[config.mk]
export PLATFORM = sky130hd
export DESIGN_NAME = tcp_sender_congestion_control
export DESIGN_NICKNAME = d
export VERILOG_FILES = /design/src/sv/tscc_pkg.sv /design/src/sv/tscc_credit.sv /design/src/sv/tscc_core.sv /design/src/sv/tcp_sender_congestion_control.sv
export SDC_FILE = /design/constraint.sdc
export NUM_CORES = 1
export LEC_CHECK = 0
export BUFFER_PORTS_ARGS = -buffer_cell sky130_fd_sc_hd__clkbuf_2
export CAP_MARGIN = 30
export CORE_MARGIN = 1.5
export CORE_UTILIZATION = 35
export DETAILED_ROUTE_END_ITERATION = 8
export GPL_ROUTABILITY_DRIVEN = 1
export MAX_ROUTING_LAYER = met4
export PLACE_DENSITY = 0.53
export SLEW_MARGIN = 20
export SYNTH_ARGS = -nofsm -noshare
export SYNTH_HDL_FRONTEND = slang
export SYNTH_SLANG_ARGS = --single-unit
[constraint.sdc]
create_clock -name clock -period 5.83 [get_ports clock]
set_input_delay 0.8745 -clock clock [delete_from_list [all_inputs] [get_ports clock]]
set_output_delay 0.8745 -clock clock [all_outputs]
set_load 0.01 [all_outputs]
[src/sv/tscc_pkg.sv]
// Shared types, codes and constants for the TCP sender window controller.
package tscc_pkg;

   localparam int unsigned SEGMENT_BYTES_DEF = 1024;

   localparam logic [15:0] WINDOW_MAX   = 16'hFFFF;
   localparam logic [16:0] TALLY_MAX    = 17'h1FFFF;
   localparam logic [1:0]  DUP_LIMIT    = 2'd3;
   localparam logic [15:0] THRESH_FLOOR = 16'd2;

   // event kinds
   localparam logic [1:0] KIND_ACK     = 2'd0;
   localparam logic [1:0] KIND_TIMEOUT = 2'd1;
   localparam logic [1:0] KIND_SEND    = 2'd2;

   // ack flags
   localparam logic [1:0] FLAG_ACK = 2'd0;
   localparam logic [1:0] FLAG_FIN = 2'd1;

   // commands
   localparam logic [2:0] ACT_NONE = 3'd0;
   localparam logic [2:0] ACT_SEND = 3'd1;
   localparam logic [2:0] ACT_FIN  = 3'd2;
   localparam logic [2:0] ACT_RETX = 3'd3;
   localparam logic [2:0] ACT_DONE = 3'd4;

   typedef struct packed {
      logic [1:0]  kind;
      logic [31:0] ack_number;
      logic [1:0]  ack_flag;
      logic [10:0] segment_length;
   } item_type;

   typedef struct packed {
      logic [2:0]  action;
      logic [31:0] sequence_res;
      logic        arm_timer;
      logic        disarm_timer;
      logic [15:0] window_now;
      logic [15:0] threshold_now;
      logic        threshold_unset;
      logic        in_slow_start;
      logic [15:0] flight_now;
   } res_type;

   // core -> credit unit
   typedef struct packed {
      logic        start;
      logic        take;
      logic [31:0] dividend;
   } crd_req_type;

   // credit unit -> core
   typedef struct packed {
      logic        valid;
      logic [16:0] credit;
   } crd_rsp_type;

endpackage

[src/sv/tscc_credit.sv]
// Segment credit unit: ceil(acked bytes / segment size) by reciprocal multiply.
module tscc_credit #(
   parameter int unsigned SEGMENT_BYTES = tscc_pkg::SEGMENT_BYTES_DEF
) (
   input  logic                   clock,
   input  logic                   reset,
   input  tscc_pkg::crd_req_type  crd_req,
   output tscc_pkg::crd_rsp_type  crd_rsp
);

   localparam int unsigned SHIFT = $clog2(SEGMENT_BYTES);
   // ceil(2^(32+SHIFT) / S) fits 33 bits and is exact for any 32-bit dividend
   localparam logic [63:0] RECIP_WIDE =
      ((64'd1 << (32 + SHIFT)) + 64'(SEGMENT_BYTES) - 64'd1) / 64'(SEGMENT_BYTES);
   localparam logic [32:0] RECIP = RECIP_WIDE[32:0];

   logic        mul_vld_ff, mul_vld_in;
   logic [48:0] prod_hi_ff, prod_hi_in;
   logic [48:0] prod_lo_ff, prod_lo_in;
   logic        crd_vld_ff, crd_vld_in;
   logic [16:0] credit_ff, credit_in;
   logic [80:0] prod_sum;
   logic [31:0] quot;

   // dividend is (acked bytes - 1); ceiling = floor + 1
   assign prod_hi_in = {33'd0, crd_req.dividend[31:16]} * {16'd0, RECIP};
   assign prod_lo_in = {33'd0, crd_req.dividend[15:0]} * {16'd0, RECIP};
   assign mul_vld_in = crd_req.start;

   assign prod_sum = {16'd0, prod_hi_ff, 16'd0} + {32'd0, prod_lo_ff};
   assign quot     = prod_sum[32 + SHIFT +: 32];

   always_comb begin
      if (quot >= {15'd0, tscc_pkg::TALLY_MAX}) begin
         credit_in = tscc_pkg::TALLY_MAX;
      end else begin
         credit_in = quot[16:0] + 17'd1;
      end
   end

   always_comb begin
      if (mul_vld_ff) begin
         crd_vld_in = 1'b1;
      end else if (crd_req.take) begin
         crd_vld_in = 1'b0;
      end else begin
         crd_vld_in = crd_vld_ff;
      end
   end

   always_ff @(posedge clock) begin
      if (reset) begin
         mul_vld_ff <= 1'b0;
         crd_vld_ff <= 1'b0;
      end else begin
         mul_vld_ff <= mul_vld_in;
         crd_vld_ff <= crd_vld_in;
      end
   end

   always_ff @(posedge clock) begin
      if (crd_req.start) begin
         prod_hi_ff <= prod_hi_in;
         prod_lo_ff <= prod_lo_in;
      end
      if (mul_vld_ff) begin
         credit_ff <= credit_in;
      end
   end

   assign crd_rsp.valid  = crd_vld_ff;
   assign crd_rsp.credit = credit_ff;

endmodule

[src/sv/tscc_core.sv]
// Window state and per-event decision logic.
module tscc_core #(
   parameter int unsigned SEGMENT_BYTES = tscc_pkg::SEGMENT_BYTES_DEF
) (
   input  logic                   clock,
   input  logic                   reset,
   input  logic                   item_vld,
   input  tscc_pkg::item_type     item,
   input  logic                   out_ok,
   output logic                   fire,
   output tscc_pkg::res_type      res,
   output tscc_pkg::crd_req_type  crd_req,
   input  tscc_pkg::crd_rsp_type  crd_rsp
);

   localparam logic [15:0] SEG16 = 16'(SEGMENT_BYTES);
   localparam logic [31:0] SEG32 = 32'(SEGMENT_BYTES);

   typedef enum logic {
      ST_RUN,
      ST_WAIT
   } st_type;

   st_type      st_ff, st_in;
   logic [15:0] window_ff, window_in;
   logic [31:0] win_bytes_ff, win_bytes_in;   // SEGMENT_BYTES * window
   logic [15:0] flight_ff, flight_in;
   logic [31:0] next_off_ff, next_off_in;
   logic [31:0] base_off_ff, base_off_in;
   logic [15:0] thresh_ff, thresh_in;
   logic        thresh_inf_ff, thresh_inf_in;
   logic        slow_ff, slow_in;
   logic [16:0] tally_ff, tally_in;
   logic [1:0]  dup_ff, dup_in;
   logic        timer_ff, timer_in;
   logic [31:0] timed_off_ff, timed_off_in;
   logic        done_ff, done_in;

   logic        new_ack;
   logic [15:0] loss_thresh;
   logic [17:0] tally_sum;
   logic [16:0] tally_sat;
   logic [15:0] flight_dec;
   logic [15:0] flight_inc;
   logic [15:0] win_inc;
   logic [31:0] bytes_inc;
   logic [32:0] wend;
   logic        room;
   logic [15:0] len_wide;
   logic [15:0] len_clip;
   logic [1:0]  dup_next;
   logic [16:0] credit;

   tscc_pkg::res_type res_c;

   assign credit  = crd_rsp.credit;
   assign new_ack = !done_ff && (item.kind == tscc_pkg::KIND_ACK)
                    && (item.ack_flag == tscc_pkg::FLAG_ACK)
                    && (item.ack_number > base_off_ff);

   assign loss_thresh = ({1'b0, window_ff[15:1]} > tscc_pkg::THRESH_FLOOR) ?
                        {1'b0, window_ff[15:1]} : tscc_pkg::THRESH_FLOOR;

   assign tally_sum  = {1'b0, tally_ff} + {1'b0, credit};
   assign tally_sat  = (tally_sum > {1'b0, tscc_pkg::TALLY_MAX}) ?
                       tscc_pkg::TALLY_MAX : tally_sum[16:0];
   assign flight_dec = (credit >= {1'b0, flight_ff}) ? 16'd0 : flight_ff - credit[15:0];
   assign flight_inc = (flight_ff != tscc_pkg::WINDOW_MAX) ? flight_ff + 16'd1 : flight_ff;
   assign win_inc    = (window_ff != tscc_pkg::WINDOW_MAX) ? window_ff + 16'd1 : window_ff;
   assign bytes_inc  = (window_ff != tscc_pkg::WINDOW_MAX) ? win_bytes_ff + SEG32
                                                            : win_bytes_ff;

   assign wend     = {1'b0, base_off_ff} + {1'b0, win_bytes_ff};
   assign room     = (window_ff > flight_ff) && ({1'b0, next_off_ff} <= wend);
   assign len_wide = {5'd0, item.segment_length};
   assign len_clip = (len_wide > SEG16) ? SEG16 : len_wide;
   assign dup_next = dup_ff + 2'd1;

   // state after the event held in the input register
   always_comb begin
      window_in     = window_ff;
      win_bytes_in  = win_bytes_ff;
      flight_in     = flight_ff;
      next_off_in   = next_off_ff;
      base_off_in   = base_off_ff;
      thresh_in     = thresh_ff;
      thresh_inf_in = thresh_inf_ff;
      slow_in       = slow_ff;
      tally_in      = tally_ff;
      dup_in        = dup_ff;
      timer_in      = timer_ff;
      timed_off_in  = timed_off_ff;
      done_in       = done_ff;
      res_c.action       = tscc_pkg::ACT_NONE;
      res_c.sequence_res = 32'd0;
      res_c.arm_timer    = 1'b0;
      res_c.disarm_timer = 1'b0;
      if (!done_ff) begin
         case (item.kind)
            tscc_pkg::KIND_ACK: begin
               if (item.ack_flag == tscc_pkg::FLAG_FIN) begin
                  res_c.action = tscc_pkg::ACT_DONE;
                  done_in      = 1'b1;
               end else if (item.ack_flag == tscc_pkg::FLAG_ACK) begin
                  if (new_ack) begin
                     dup_in    = 2'd0;
                     flight_in = flight_dec;
                     if (slow_ff) begin
                        tally_in     = tally_sat;
                        window_in    = win_inc;
                        win_bytes_in = bytes_inc;
                        if (!thresh_inf_ff && (win_inc >= thresh_ff)) begin
                           slow_in = 1'b0;
                        end
                     end else if (tally_sat >= {1'b0, window_ff}) begin
                        tally_in     = 17'd0;
                        window_in    = win_inc;
                        win_bytes_in = bytes_inc;
                     end else begin
                        tally_in = tally_sat;
                     end
                     base_off_in = item.ack_number;
                     if (timer_ff && (timed_off_ff <= item.ack_number)) begin
                        timer_in           = 1'b0;
                        res_c.disarm_timer = 1'b1;
                     end
                  end else if (item.ack_number == base_off_ff) begin
                     if (dup_next == tscc_pkg::DUP_LIMIT) begin
                        dup_in             = 2'd0;
                        thresh_in          = loss_thresh;
                        thresh_inf_in      = 1'b0;
                        slow_in            = 1'b1;
                        window_in          = 16'd1;
                        win_bytes_in       = SEG32;
                        res_c.action       = tscc_pkg::ACT_RETX;
                        res_c.sequence_res = base_off_ff;
                     end else begin
                        dup_in = dup_next;
                     end
                  end
               end
            end
            tscc_pkg::KIND_TIMEOUT: begin
               thresh_in          = loss_thresh;
               thresh_inf_in      = 1'b0;
               slow_in            = 1'b1;
               window_in          = 16'd1;
               win_bytes_in       = SEG32;
               res_c.action       = tscc_pkg::ACT_RETX;
               res_c.sequence_res = base_off_ff;
            end
            tscc_pkg::KIND_SEND: begin
               if (room || !timer_ff) begin
                  res_c.sequence_res = next_off_ff;
                  if (len_clip == 16'd0) begin
                     res_c.action = tscc_pkg::ACT_FIN;
                  end else begin
                     res_c.action = tscc_pkg::ACT_SEND;
                     if (!timer_ff) begin
                        timer_in        = 1'b1;
                        res_c.arm_timer = 1'b1;
                        timed_off_in    = next_off_ff;
                     end
                     next_off_in = next_off_ff + {16'd0, len_clip};
                  end
                  flight_in = flight_inc;
               end
            end
            default: ;
         endcase
      end
      res_c.window_now      = window_in;
      res_c.threshold_now   = thresh_inf_in ? 16'd0 : thresh_in;
      res_c.threshold_unset = thresh_inf_in;
      res_c.in_slow_start   = slow_in;
      res_c.flight_now      = flight_in;
   end

   // sequencing: a new ACK waits for its credit, everything else only for out_ok
   always_comb begin
      st_in            = st_ff;
      fire             = 1'b0;
      crd_req.start    = 1'b0;
      crd_req.take     = 1'b0;
      crd_req.dividend = item.ack_number - base_off_ff - 32'd1;
      case (st_ff)
         ST_RUN: begin
            if (item_vld) begin
               if (new_ack) begin
                  crd_req.start = 1'b1;
                  st_in         = ST_WAIT;
               end else if (out_ok) begin
                  fire = 1'b1;
               end
            end
         end
         ST_WAIT: begin
            if (crd_rsp.valid && out_ok) begin
               fire         = 1'b1;
               crd_req.take = 1'b1;
               st_in        = ST_RUN;
            end
         end
         default: st_in = ST_RUN;
      endcase
   end

   assign res = res_c;

   always_ff @(posedge clock) begin
      if (reset) begin
         st_ff         <= ST_RUN;
         window_ff     <= 16'd1;
         win_bytes_ff  <= SEG32;
         flight_ff     <= 16'd0;
         next_off_ff   <= 32'd0;
         base_off_ff   <= 32'd0;
         thresh_ff     <= 16'd0;
         thresh_inf_ff <= 1'b1;
         slow_ff       <= 1'b1;
         tally_ff      <= 17'd0;
         dup_ff        <= 2'd0;
         timer_ff      <= 1'b0;
         timed_off_ff  <= 32'd0;
         done_ff       <= 1'b0;
      end else begin
         st_ff <= st_in;
         if (fire) begin
            window_ff     <= window_in;
            win_bytes_ff  <= win_bytes_in;
            flight_ff     <= flight_in;
            next_off_ff   <= next_off_in;
            base_off_ff   <= base_off_in;
            thresh_ff     <= thresh_in;
            thresh_inf_ff <= thresh_inf_in;
            slow_ff       <= slow_in;
            tally_ff      <= tally_in;
            dup_ff        <= dup_in;
            timer_ff      <= timer_in;
            timed_off_ff  <= timed_off_in;
            done_ff       <= done_in;
         end
      end
   end

   a_window_nonzero: assert property (@(posedge clock) disable iff (reset)
      window_ff != 16'd0)
      else $error("congestion window reached zero");

   a_wait_holds_item: assert property (@(posedge clock) disable iff (reset)
      (st_ff == ST_WAIT) |-> item_vld)
      else $error("input beat dropped while credit pending");

   a_credit_only_waiting: assert property (@(posedge clock) disable iff (reset)
      crd_rsp.valid |-> (st_ff == ST_WAIT))
      else $error("credit ready with no ACK waiting");

   a_start_sets_timer: assert property (@(posedge clock) disable iff (reset)
      (fire && res_c.arm_timer) |=> timer_ff)
      else $error("timer start not recorded");

   a_thresh_floor: assert property (@(posedge clock) disable iff (reset)
      !thresh_inf_ff |-> (thresh_ff >= tscc_pkg::THRESH_FLOOR))
      else $error("finite threshold below floor");

endmodule

[src/sv/tcp_sender_congestion_control.sv]
// Path: input register, then result register; a new (advancing) ACK also passes through
// the product and credit registers of the reciprocal-multiply credit unit.
// Throughput: one event per cycle while results are taken; a new ACK waits for its credit.
// Input and result registers decouple the channels, so a beat is taken while a result waits.
// Reset (synchronous, active high) restores window 1, infinite threshold, zero offsets
// and counts; no clearing pass.
module tcp_sender_congestion_control #(
   parameter int unsigned SEGMENT_BYTES = tscc_pkg::SEGMENT_BYTES_DEF
) (
   input  logic        clock,
   input  logic        reset,
   input  logic        req_valid,
   output logic        req_ready,
   input  logic [1:0]  req_kind,
   input  logic [31:0] req_ack_number,
   input  logic [1:0]  req_ack_flag,
   input  logic [10:0] req_segment_length,
   output logic        rsp_valid,
   input  logic        rsp_ready,
   output logic [2:0]  rsp_action,
   output logic [31:0] rsp_sequence_res,
   output logic        rsp_start_timer,
   output logic        rsp_stop_timer,
   output logic [15:0] rsp_window_now,
   output logic [15:0] rsp_threshold_now,
   output logic        rsp_threshold_unset,
   output logic        rsp_in_slow_start,
   output logic [15:0] rsp_flight_now
);

   logic                  in_vld_ff, in_vld_in;
   tscc_pkg::item_type    item_ff, item_in;
   logic                  rsp_vld_ff, rsp_vld_in;
   tscc_pkg::res_type     rsp_ff;
   tscc_pkg::res_type     res;
   tscc_pkg::crd_req_type crd_req;
   tscc_pkg::crd_rsp_type crd_rsp;
   logic                  out_ok;
   logic                  fire;
   logic                  req_take;

   assign out_ok    = !rsp_vld_ff || rsp_ready;
   assign req_ready = !in_vld_ff || fire;
   assign req_take  = req_valid && req_ready;

   assign item_in.kind           = req_kind;
   assign item_in.ack_number     = req_ack_number;
   assign item_in.ack_flag       = req_ack_flag;
   assign item_in.segment_length = req_segment_length;

   always_comb begin
      if (req_take) begin
         in_vld_in = 1'b1;
      end else if (fire) begin
         in_vld_in = 1'b0;
      end else begin
         in_vld_in = in_vld_ff;
      end
      if (fire) begin
         rsp_vld_in = 1'b1;
      end else if (rsp_ready) begin
         rsp_vld_in = 1'b0;
      end else begin
         rsp_vld_in = rsp_vld_ff;
      end
   end

   always_ff @(posedge clock) begin
      if (reset) begin
         in_vld_ff  <= 1'b0;
         rsp_vld_ff <= 1'b0;
      end else begin
         in_vld_ff  <= in_vld_in;
         rsp_vld_ff <= rsp_vld_in;
      end
   end

   always_ff @(posedge clock) begin
      if (req_take) begin
         item_ff <= item_in;
      end
      if (fire) begin
         rsp_ff <= res;
      end
   end

   tscc_core #(
      .SEGMENT_BYTES(SEGMENT_BYTES)
   ) u_core (
      .clock   (clock),
      .reset   (reset),
      .item_vld(in_vld_ff),
      .item    (item_ff),
      .out_ok  (out_ok),
      .fire    (fire),
      .res     (res),
      .crd_req (crd_req),
      .crd_rsp (crd_rsp)
   );

   tscc_credit #(
      .SEGMENT_BYTES(SEGMENT_BYTES)
   ) u_credit (
      .clock  (clock),
      .reset  (reset),
      .crd_req(crd_req),
      .crd_rsp(crd_rsp)
   );

   assign rsp_valid           = rsp_vld_ff;
   assign rsp_action          = rsp_ff.action;
   assign rsp_sequence_res    = rsp_ff.sequence_res;
   assign rsp_start_timer     = rsp_ff.arm_timer;
   assign rsp_stop_timer      = rsp_ff.disarm_timer;
   assign rsp_window_now      = rsp_ff.window_now;
   assign rsp_threshold_now   = rsp_ff.threshold_now;
   assign rsp_threshold_unset = rsp_ff.threshold_unset;
   assign rsp_in_slow_start   = rsp_ff.in_slow_start;
   assign rsp_flight_now      = rsp_ff.flight_now;

endmodule

## Yosys cells after proc, flatten, opt, wreduce, memory -nomap -nowiden

Index checks and enable logic that the tools add are counted.

| storage, ports and cells | value |
|---|---|
| logic and storage cells | 213 |
| input bits | 51 |
| register bits | 387 |

| operators by class | value |
|---|---|
| order comparisons | 11 |
| bitwise operators | 10 |
| multiplexer cells | 97 |
| equal/unequal tests | 16 |
| reduce and logical (&&, ||, !) cells | 33 |
| add/subtract/negate cells | 12 |

Operator list:

| operator | count |
|---|---|
| $mux 16 | 22 |
| $mux 32 | 9 |
| $mux 35 | 3 |
| $pmux 35 s3 | 1 |
| $pmux 16 s2 | 3 |
| $add 64x48->65 | 1 |
| $pmux 32 s2 | 1 |
| $mux 17 | 3 |
| $mux 1 | 41 |
| $mux 36 | 1 |
| $ge 17x16->1 | 2 |
| $mux 34 | 1 |
| $add 32x32->33 | 1 |
| $le 32x33->1 | 1 |
| $add 16x1->16 const B | 2 |
| $add 32x11->32 const B | 1 |
| $add 32x16->32 | 1 |
| $eq 32x32->1 | 1 |
| $ge 32x17->1 const B | 1 |
| $gt 32x32->1 | 1 |
| $le 32x32->1 | 1 |
| $ne 16x16->1 const B | 2 |
| $sub 32x1->32 const B | 1 |
| $sub 32x32->32 | 1 |
| other kinds (33) | 77 |

## Depth between registers and ports, before layout

Gate-level depths: netlist of the first run.

| logic depth | value |
|---|---|
| depth after elaboration | 11 |
| mapped depth | 24 |
| gate-level depth less buffers | 22 |

## Hierarchy

From an unflattened synthesis of the first run, not the netlist that was laid out.

| second synthesis, totals | value |
|---|---|
| cells, all modules | 2623 |
| area, all modules | 23680.2 um^2 |

By module, submodules not included:

| module | cells an instance | area each (um^2) | instances | sequential area each (um^2) |
|---|---|---|---|---|
| tscc_core | 2368 | 17842.1 | 1 | 3803.6 |
| tcp_sender_congestion_control | 143 | 4121.5 | 1 | 4063.9 |
| tscc_credit | 112 | 1716.6 | 1 | 1211.2 |

## Worst setup path after synthesis of the first run

No wires, ideal clock.

| path | value |
|---|---|
| path kind | register to register |
| start | register u_credit.credit_ff[4] |
| end | register u_core.win_bytes_ff[11] |
| library setup time | 0.128 ns |
| required time | 5.702 ns |
| cell stages (with the launch flop) | 23 |
| arrival | 4.914 ns |
| path slack | 0.789 ns |
| cells stage by stage | edfxtp_1 ha_1 a21oi_1 and2_1 a2111oi_4 o311ai_1 nand2_1 a21oi_1 clkbuf_1 nand2_1 ha_1 a21o_1 a21oi_1 o21ai_0 a31o_2 a211oi_1 o211ai_2 a31oi_4 nand2b_4 buf_6 buf_4 mux2i_1 nor2_1 |

| between the ends | value |
|---|---|
| longest elaborated chain between the ends | 6 |

Ends and longest elaborated chain:

| item | RTL line | text |
|---|---|---|
| from (decl) | tscc_credit.sv:21 | `logic [16:0] credit_ff, credit_in;` |
| from (signal assigned) | tscc_credit.sv:67 | `credit_ff <= credit_in;` |
| $add 17x17->18 * | tscc_core.sv:64 | `assign tally_sum = {1'b0, tally_ff} + {1'b0, credit};` |
| $gt 18x17->1 | tscc_core.sv:65 | `assign tally_sat = (tally_sum > {1'b0, tscc_pkg::TALLY_MAX}) ?` |
| $mux 17 * | tscc_core.sv:65 |  |
| $ge 17x16->1 * | tscc_core.sv:115 | `end else if (tally_sat >= {1'b0, window_ff}) begin` |
| $ne 4x3->1 (no line) * | - |  |
| $reduce_and 8->1 (no line) * | - |  |
| to (signal assigned) | tscc_core.sv:230 | `win_bytes_ff <= win_bytes_in;` |
| to (decl) | tscc_core.sv:26 | `logic [31:0] win_bytes_ff, win_bytes_in;` |

Every way passes the cells marked *; elsewhere a longest branch is shown, timed or not.
A chain may end at the register's enable or synchronous reset.

## Worst setup path in the final report of the first run

| path | value |
|---|---|
| start | register u_core.base_off_ff[11] |
| end | register rsp_ff (netlist bit rsp_sequence_res[11]), data pin |

| between the ends | value |
|---|---|
| longest elaborated chain between the ends | 6 |

Ends and longest elaborated chain:

| item | RTL line | text |
|---|---|---|
| from (decl) | tscc_core.sv:29 | `logic [31:0] base_off_ff, base_off_in;` |
| from (signal assigned) | tscc_core.sv:233 | `base_off_ff <= base_off_in;` |
| $add 32x32->33 (tied with other cells) | tscc_core.sv:73 | `assign wend = {1'b0, base_off_ff} + {1'b0, win_bytes_ff};` |
| $le 32x33->1 (tied with other cells) | tscc_core.sv:74 | `assign room = (window_ff > flight_ff) && ({1'b0, next_off_ff} <= wend);` |
| $logic_and 1x1->1 / $mux 35 (equally long branches) | tscc_core.sv:74, tscc_core.sv:105 |  |
| $logic_or 1x1->1 / $mux 35 (equally long branches) | tscc_core.sv:153, tscc_core.sv:104 |  |
| $mux 36 / $mux 32 (equally long branches) | tscc_core.sv:153, tscc_core.sv:101 |  |
| $pmux 35 s3 * | tscc_core.sv:99 | `case (item.kind)` |
| to (signal assigned) | tcp_sender_congestion_control.sv:83 | `rsp_ff <= res;` |
| to (decl) | tcp_sender_congestion_control.sv:34 | `tscc_pkg::res_type rsp_ff;` |

Marks and branches as above.

==> reports/metrics.cfg, run 1 <==
[worst_setup_path]
cp-end-kind = flip-flop
crit_buf_inv = 2
max_stage_delay_ns = 0.37
critPathMostFrequentCell = o21a_1
critPathRequiredTime_ns = 6.16
cp_slowest_cell = nor4_2
crit_chain = ha_1, a211oi_2, o21ai_1, a21oi_1, nor2b_1, o21a_1, o21a_1, o21a_1, nor2_1, o21bai_1, xnor2_1, ha_1, nand4_1, nor4_2, nand2_1, o211ai_1, o21ai_0, a211o_1, buf_4, nand2_2, nor2_2, buf_4, a22oi_1, nor2_1
cp_max_fo = 34
worstPathArrival_ns = 5.69
crit_family = compound AO/OA/AOI/OAI gates
cp-start-kind = flip-flop
crit_type = reg2reg

[synthesis]
yosysUniqueCellTypes = 88
yosysSeqAreaShare = 0.4027
ys_async_sr_fraction = 0
synth_cells = 2506
ys.flop_type = dfxtp_1
synth_edf_count = 173
syn_avg_cell_area_um2 = 8.997
yosys_register_bits = 367
syn_nets = 2790
yosysWarnings = 0
synthesis.area_um2 = 22550

[clock_tree]
clockBufferDepth = 3
path_clk_slew_ns = 0.06
clock-sinks = 367
cts_buffers = 45
htreeDepth = 2
postCtsHoldBufs = 0
worstSkewPairLatency_ns = 0.60
cts_tree = done
cts_root_buffer = clkbuf_16

[routing]
drc_errors = 0
drt-wirelength-per-cell_um = 20.88
wirelength_mm = 73.60
drt-initial-drc-count = 1304
vias_per_cell = 5.440
ant_nets = 0
vias = 19170
dr.pass1.iters = 6

[power]
seq_power_share = 0.449
power.switching_mw = 1.727
swShare = 0.2672
powerDensity_nw_per_um2 = 250.6
p_clk_frac = 0.445
p_comb_frac = 0.106
ir_drop_uv = 213.2
p_int_mw = 4.735
p_leak_nw = 10.14
power_mw = 6.461

[floorplanning]
core.rowCount = 92
die_h_um = 256.8
die_x_um = 256.8
core_um2 = 63430
num_io_pins = 140
initial_core_util = 0.3555
dieArea_um2 = 65950

[timing]
whs_ns = 0.4507
fin_tns_setup_ns = 0
fin_crit_ns = 5.370
drv_slew = 0
finalCritPeriodShare = 0.9210
grt_setup_unrepaired = no
slew_headroom = 0.4556
setup_viol = 0
fin_skew_ns = 0.02372
tightest_slew_ns = 0.8156
fmax_mhz = 186.2
hold_viol = 0
fin_ws_ns = 0.4603

[place]
place_congestion = 0.9628
dp_hpwl_mm = 56.90
port_buffers = 139
dp_slack_ns = 0.3424

[global_routing]
grt_overflow = 0
grt_antenna_before_repair = 1
grt_start_max_net_pins = 84
grt_pass1_wl_mm = 110.5
grt_pass1_vias = 18550
track_usage = 0.2242

[layout]
antenna_cells = 0
drive_gt1_frac = 0.1165
area_delta_synth_final_pct = 14.36
finalNetCount = 2926

[run_status]
status = complete, no violations

[job]
drv_cap = 0

[worst_hold_path]
hp-class = in2reg

final timing paths:
path / start / endpoint / slack (ns) / cells after the start
min: req_ack_number[6] / item_ff[19] / 0.45 / 1
max reg2reg: u_core.base_off_ff[11] / rsp_sequence_res[11] / 0.46 / 24
max: u_core.base_off_ff[11] / rsp_sequence_res[11] / 0.46 / 24
min reg2reg: u_core.timed_off_ff[16] / u_core.timed_off_ff[16] / 0.46 / 2
cell usage after synthesis, drive strengths merged, types with 18 or more instances:
| library cell | instances | area share |
|---|---|---|
| nand2b | 21 | 0.0062 |
| o31ai | 24 | 0.0082 |
| inv | 188 | 0.031 |
| o21a | 18 | 0.0060 |
| nand2 | 298 | 0.050 |
| a21oi | 211 | 0.047 |
| nor2 | 214 | 0.036 |
| xor2 | 44 | 0.017 |
| clkbuf | 69 | 0.011 |
| nand4 | 43 | 0.012 |
| o21ai | 115 | 0.026 |
| buf | 35 | 0.0095 |
| ha | 230 | 0.13 |
| edfxtp | 173 | 0.23 |
| nor3 | 60 | 0.014 |
| nor4 | 25 | 0.0079 |
| a211oi | 21 | 0.0070 |
| a31oi | 18 | 0.0057 |
| dfxtp | 194 | 0.17 |
| nor2b | 36 | 0.010 |
| a22oi | 55 | 0.018 |
| and3 | 35 | 0.0097 |
| mux2i | 21 | 0.0093 |
| nand3 | 46 | 0.010 |
| a21o | 49 | 0.016 |
| xnor2 | 72 | 0.028 |
area by class of cell:
class / instances / area, um^2
Clock inverter: 20 / 198.9
Tap cell: 846 / 1059
Clock buffer: 63 / 1299
Multi-Input combinational cell: 1847 / 12320
Timing Repair Buffer: 193 / 1119
Sequential cell: 367 / 9079
Fill cell: 6204 / 37640
Inverter: 188 / 708.2
layer usage:
layer / track usage / part of all wire / vias to the layer above
met1: 0.2628 / 0.41 / 9156
met4: 0.1025 / 0.046 / 0
li1: - / - / 9302
met3: 0.02402 / 0.043 / 137
met2: 0.3854 / 0.50 / 574
met5: - / 0 / -
repair_timing:
item | CTS | global route
gates resized for setup | 0 | 2
setup buffers | 0 | 3
endpoints found under the setup margin | 0 | 45
power by group through the flow:
stage,Clock [mW],Sequential [mW],Combinational [mW]
2_1_floorplan,0,2.94,0.407
3_3_place_gp,0,2.96,0.667
3_5_place_dp,0,2.96,0.678
4_1_cts,2.95,2.90,0.682
5_1_grt,3.05,2.91,0.753
6_report,2.88,2.90,0.686
flip-flops by register name, indices dropped and copies added (netlist names), 17 cells and up:
signal,flops
item_ff,47
rsp_sequence_res,32
u_core.base_off_ff,32
u_core.next_off_ff,32
u_core.timed_off_ff,32
u_core.win_bytes_ff,22
u_core.tally_ff,17
u_credit.credit_ff,17
cells by family (layout without fill, tap and decap cells):
kind of cell,Yosys count,count (layout),share of synthesized area
compound gates,625,625,0.1798
flops,367,367,0.4027
buf+inv,292,464,0.05228
mux,21,21,0.009323
fa+ha+maj,233,233,0.1303
simple gates,852,852,0.1805
xor+xnor,116,116,0.04506
cell usage in the layout, fill, tap and decap left out, types with 23 or more instances in the layout:
master     count
dfxtp_1      194
a21oi_1      210
nand3_1       45
o21ai_0      104
buf_4         52
xor2_1        44
nor3_1        55
o31ai_1       23
nor2b_1       36
a21o_1        49
clkbuf_16     46
edfxtp_1     173
ha_1         230
clkbuf_2     139
nand2_1      296
nand4_1       42
nor2_1       207
and3_1        35
a22oi_1       55
inv_1        187
xnor2_1       72
through the flow:
step | cells | instance area, um^2 | util
after CTS | 3517 | 25700 | 0.4053
after floorplan | 2506 | 22550 | -
after global routing | 3524 | 25780 | 0.4065
after global placement | 3433 | 24200 | 0.3815
after detailed placement | 3434 | 24210 | 0.3816
final | 3524 | 25780 | 0.4065
worst register-to-register path: stages (launching register included):
cell and delay (ns):
dfxtp_1 0.33, ha_1 0.36, a211oi_2 0.29, o21ai_1 0.17, a21oi_1 0.23, nor2b_1 0.09
o21a_1 0.19, o21a_1 0.18, o21a_1 0.18, nor2_1 0.16, o21bai_1 0.10, xnor2_1 0.13
ha_1 0.30, nand4_1 0.15, nor4_2 0.37, nand2_1 0.12, o211ai_1 0.17, o21ai_0 0.12
a211o_1 0.37, buf_4 0.21, nand2_2 0.20, nor2_2 0.06, buf_4 0.27, a22oi_1 0.29
nor2_1 0.07
No activity file was read; power rests on OpenSTA's default activity.
==> run 2, diff against run 1 <==
SYNTH_HIERARCHICAL = 1   (was unset)
==> reports/metrics.cfg, run 2 <==
[timing]
fmax_mhz = 185.3  ; was 186.2 MHz
setup_viol = 0  ; unchanged
hold_viol = 0  ; unchanged
fin_skew_ns = 0.01799  ; was 0.02372 ns
whs_ns = 0.4588  ; was 0.4507 ns
slew_headroom = 0.3222  ; was 0.4556
fin_crit_ns = 5.398  ; was 5.370 ns
drv_slew = 0  ; unchanged
fin_tns_setup_ns = 0  ; unchanged
tightest_slew_ns = 1.017  ; was 0.8156 ns
grt_setup_unrepaired = no  ; unchanged
finalCritPeriodShare = 0.9258  ; was 0.9210

[layout]
mostFrequentLayoutCells = nand2_1, nor2_1, ha_1  ; was nand2_1, ha_1, a21oi_1
largest_register_ffs = 47  ; unchanged
regArea_um2 = 9079  ; unchanged
finalNetCount = 3025  ; was 2926
area_delta_synth_final_pct = 14.29  ; was 14.36%
top_register = item_ff  ; unchanged
n_fill_cell = 6609  ; was 6204
multiInputGateArea_um2 = 13290  ; was 12320 um^2
fin_area_um2 = 26930  ; was 25780 um^2
antenna_cells = 0  ; unchanged
layout_commonest_cell = nand2_1  ; unchanged
drive_gt1_frac = 0.1289  ; was 0.1165
stdcell_count = 3641  ; was 3524

[place]
port_buffers = 139  ; unchanged
place_congestion = 0.9673  ; was 0.9628
dp_cells = 3553  ; was 3434
postPlaceCellArea_um2 = 25290  ; was 24210 um^2
dp_hpwl_mm = 59.41  ; was 56.90 mm

[routing]
dr.pass1.iters = 5  ; was 6
wirelength_mm = 77.69  ; was 73.60 mm
drt-initial-drc-count = 1483  ; was 1304
drt-wirelength-per-cell_um = 21.34  ; was 20.88 um
vias = 20030  ; was 19170
drc_errors = 0  ; unchanged
vias_per_cell = 5.500  ; was 5.440
ant_nets = 0  ; unchanged

[job]
drv_cap = 0  ; unchanged

[clock_tree]
cts_buffers = 46  ; was 45
clockBufferDepth = 3  ; unchanged
postCtsSetupBuffers = 0  ; unchanged
worstSkewPairLatency_ns = 0.59  ; was 0.60 ns
path_clk_slew_ns = 0.06  ; about the same
htreeDepth = 2  ; unchanged
clock-sinks = 367  ; unchanged
cts_tree = done  ; unchanged
cts_root_buffer = clkbuf_16  ; unchanged
postCtsHoldBufs = 0  ; unchanged

[worst_setup_path]
worstPathArrival_ns = 5.85  ; was 5.69 ns
critPathMostFrequentCell = o21a_1  ; unchanged
max_stage_delay_ns = 0.53  ; was 0.37 ns
crit_chain = ha_1, o21a_1, o2111ai_1, o21a_1, o21a_1, o21bai_1, a21oi_1, o21ai_0, nand2_1, xor2_1, ha_1, a21o_1, a21oi_1, o21ai_0, a211o_1, o31ai_1, o22ai_4, buf_4, buf_4, nor4_2, xnor2_1, nor2_1  ; was ha_1, a211oi_2, o21ai_1, a21oi_1, nor2b_1, o21a_1, o21a_1, o21a_1, nor2_1, o21bai_1, xnor2_1, ha_1, nand4_1, nor4_2, nand2_1, o211ai_1, o21ai_0, a211o_1, buf_4, nand2_2, nor2_2, buf_4, a22oi_1, nor2_1
regToRegEndpoint = u_core/next_off_ff[31]  ; was rsp_sequence_res[11]
cp-end-kind = flip-flop  ; unchanged
worstReg2RegStart = u_core/base_off_ff[14]  ; was u_core.base_off_ff[11]
cp-start-kind = flip-flop  ; unchanged
reg2reg_depth = 22  ; was 24
reg2reg_setup_slack_ns = 0.43  ; was 0.46 ns
cp_max_fo = 21  ; was 34
cp_slowest_cell = o31ai_1  ; was nor4_2
critPathRequiredTime_ns = 6.28  ; was 6.16 ns
crit_type = reg2reg  ; unchanged

[power]
p_leak_nw = 10.32  ; was 10.14 nW
power_mw = 6.438  ; was 6.461 mW
powerDensity_nw_per_um2 = 239.1  ; was 250.6 nW/um^2
ir_drop_uv = 208.9  ; was 213.2 uV

[global_routing]
grt_start_max_net_pins = 68  ; was 84
top_usage_layer = met2  ; unchanged
grt_antenna_before_repair = 0  ; was 1
grt_pass1_wl_mm = 117.4  ; was 110.5 mm
grtUsageMet3 = 0.02558  ; was 0.02402
grt_overflow = 0  ; unchanged
track_usage = 0.2264  ; was 0.2242
grt_pass1_vias = 19830  ; was 18550
use_met1 = 0.2590  ; was 0.2628
gr-usage-met2 = 0.3972  ; was 0.3854

[run_status]
status = complete, no violations  ; unchanged

[synthesis]
syn_avg_cell_area_um2 = 9.042  ; was 8.997 um^2
synth_cells = 2606  ; was 2506
yosysWarnings = 6  ; was 0
syn_nets = 2891  ; was 2790
synthesis.area_um2 = 23560  ; was 22550 um^2

[floorplanning]
core.rowCount = 94  ; was 92
die_x_um = 262.5  ; was 256.8 um
num_io_pins = 140  ; unchanged
dieArea_um2 = 68890  ; was 65950 um^2
die_h_um = 262.5  ; was 256.8 um
initial_core_util = 0.3559  ; was 0.3555
core_um2 = 66220  ; was 63430 um^2

[worst_hold_path]
hp-class = in2reg  ; unchanged
holdPathEnd = item_ff[43]  ; was item_ff[19]
hp-start = req_ack_number[30]  ; was req_ack_number[6]
whs_path_depth = 1  ; unchanged

run 2: worst max-delay path, delay by kind of cell, from the launching register on:
kind            cells  cell delay [ns]
compound gates     13             2.96
xor+xnor            2             0.31
fa+ha+maj           2             0.64
buf+inv             2             0.49
flops               1             0.39
simple gates        3             0.47
run 2: metrics by stage:
step	util	worst slack (ns)
global route	0.4067	0.02129
floorplan	-	0.3860
CTS	0.4061	0.4101
detailed placement	0.3820	0.4529
finish	0.4067	0.4323
global placement	0.3816	0.4620
run 2: how the worst max path moves through the flow:
stage                                 from                      to  slack, ns  depth (start not counted)
floorplan                      item_ff[40]              item_ff[0]       0.39                         12
global placement    u_core/base_off_ff[14]   u_core/next_off_ff[4]       0.46                         21
detailed placement  u_core/base_off_ff[14]   u_core/next_off_ff[5]       0.45                         21
CTS                 u_core/base_off_ff[14]   u_core/next_off_ff[4]       0.41                         21
global route        u_core/base_off_ff[14]   u_core/next_off_ff[1]       0.02                         21
finish              u_core/base_off_ff[14]  u_core/next_off_ff[31]       0.43                         22
run 2: final cells by class:
cell class                 instances  area share
multi-input combinational       1938      0.4936
sequential                       367      0.3371
clock buffer                      60     0.04785
timing repair buffer             189     0.04200
tap                              864     0.04014
inverter                         198     0.02769
clock inverter                    25     0.01157
run 2: where the power goes:
group	switching [mW]	internal, mW
sequential	0.0550	2.77
clock	1.18	1.87
combinational	0.376	0.187
run 2: metal layers:
layer / vias to the layer above / wire [um]
met4: 0 / 3723
met3: 178 / 3440
met5: - / 0
met2: 547 / 38830
li1: 9707 / -
met1: 9594 / 31700
run 2: what timing repair did:
item                                    in CTS  in global routing
gates resized for setup                      0                  2
endpoints found under the hold margin        0                  0
endpoints found under the setup margin       0                  5
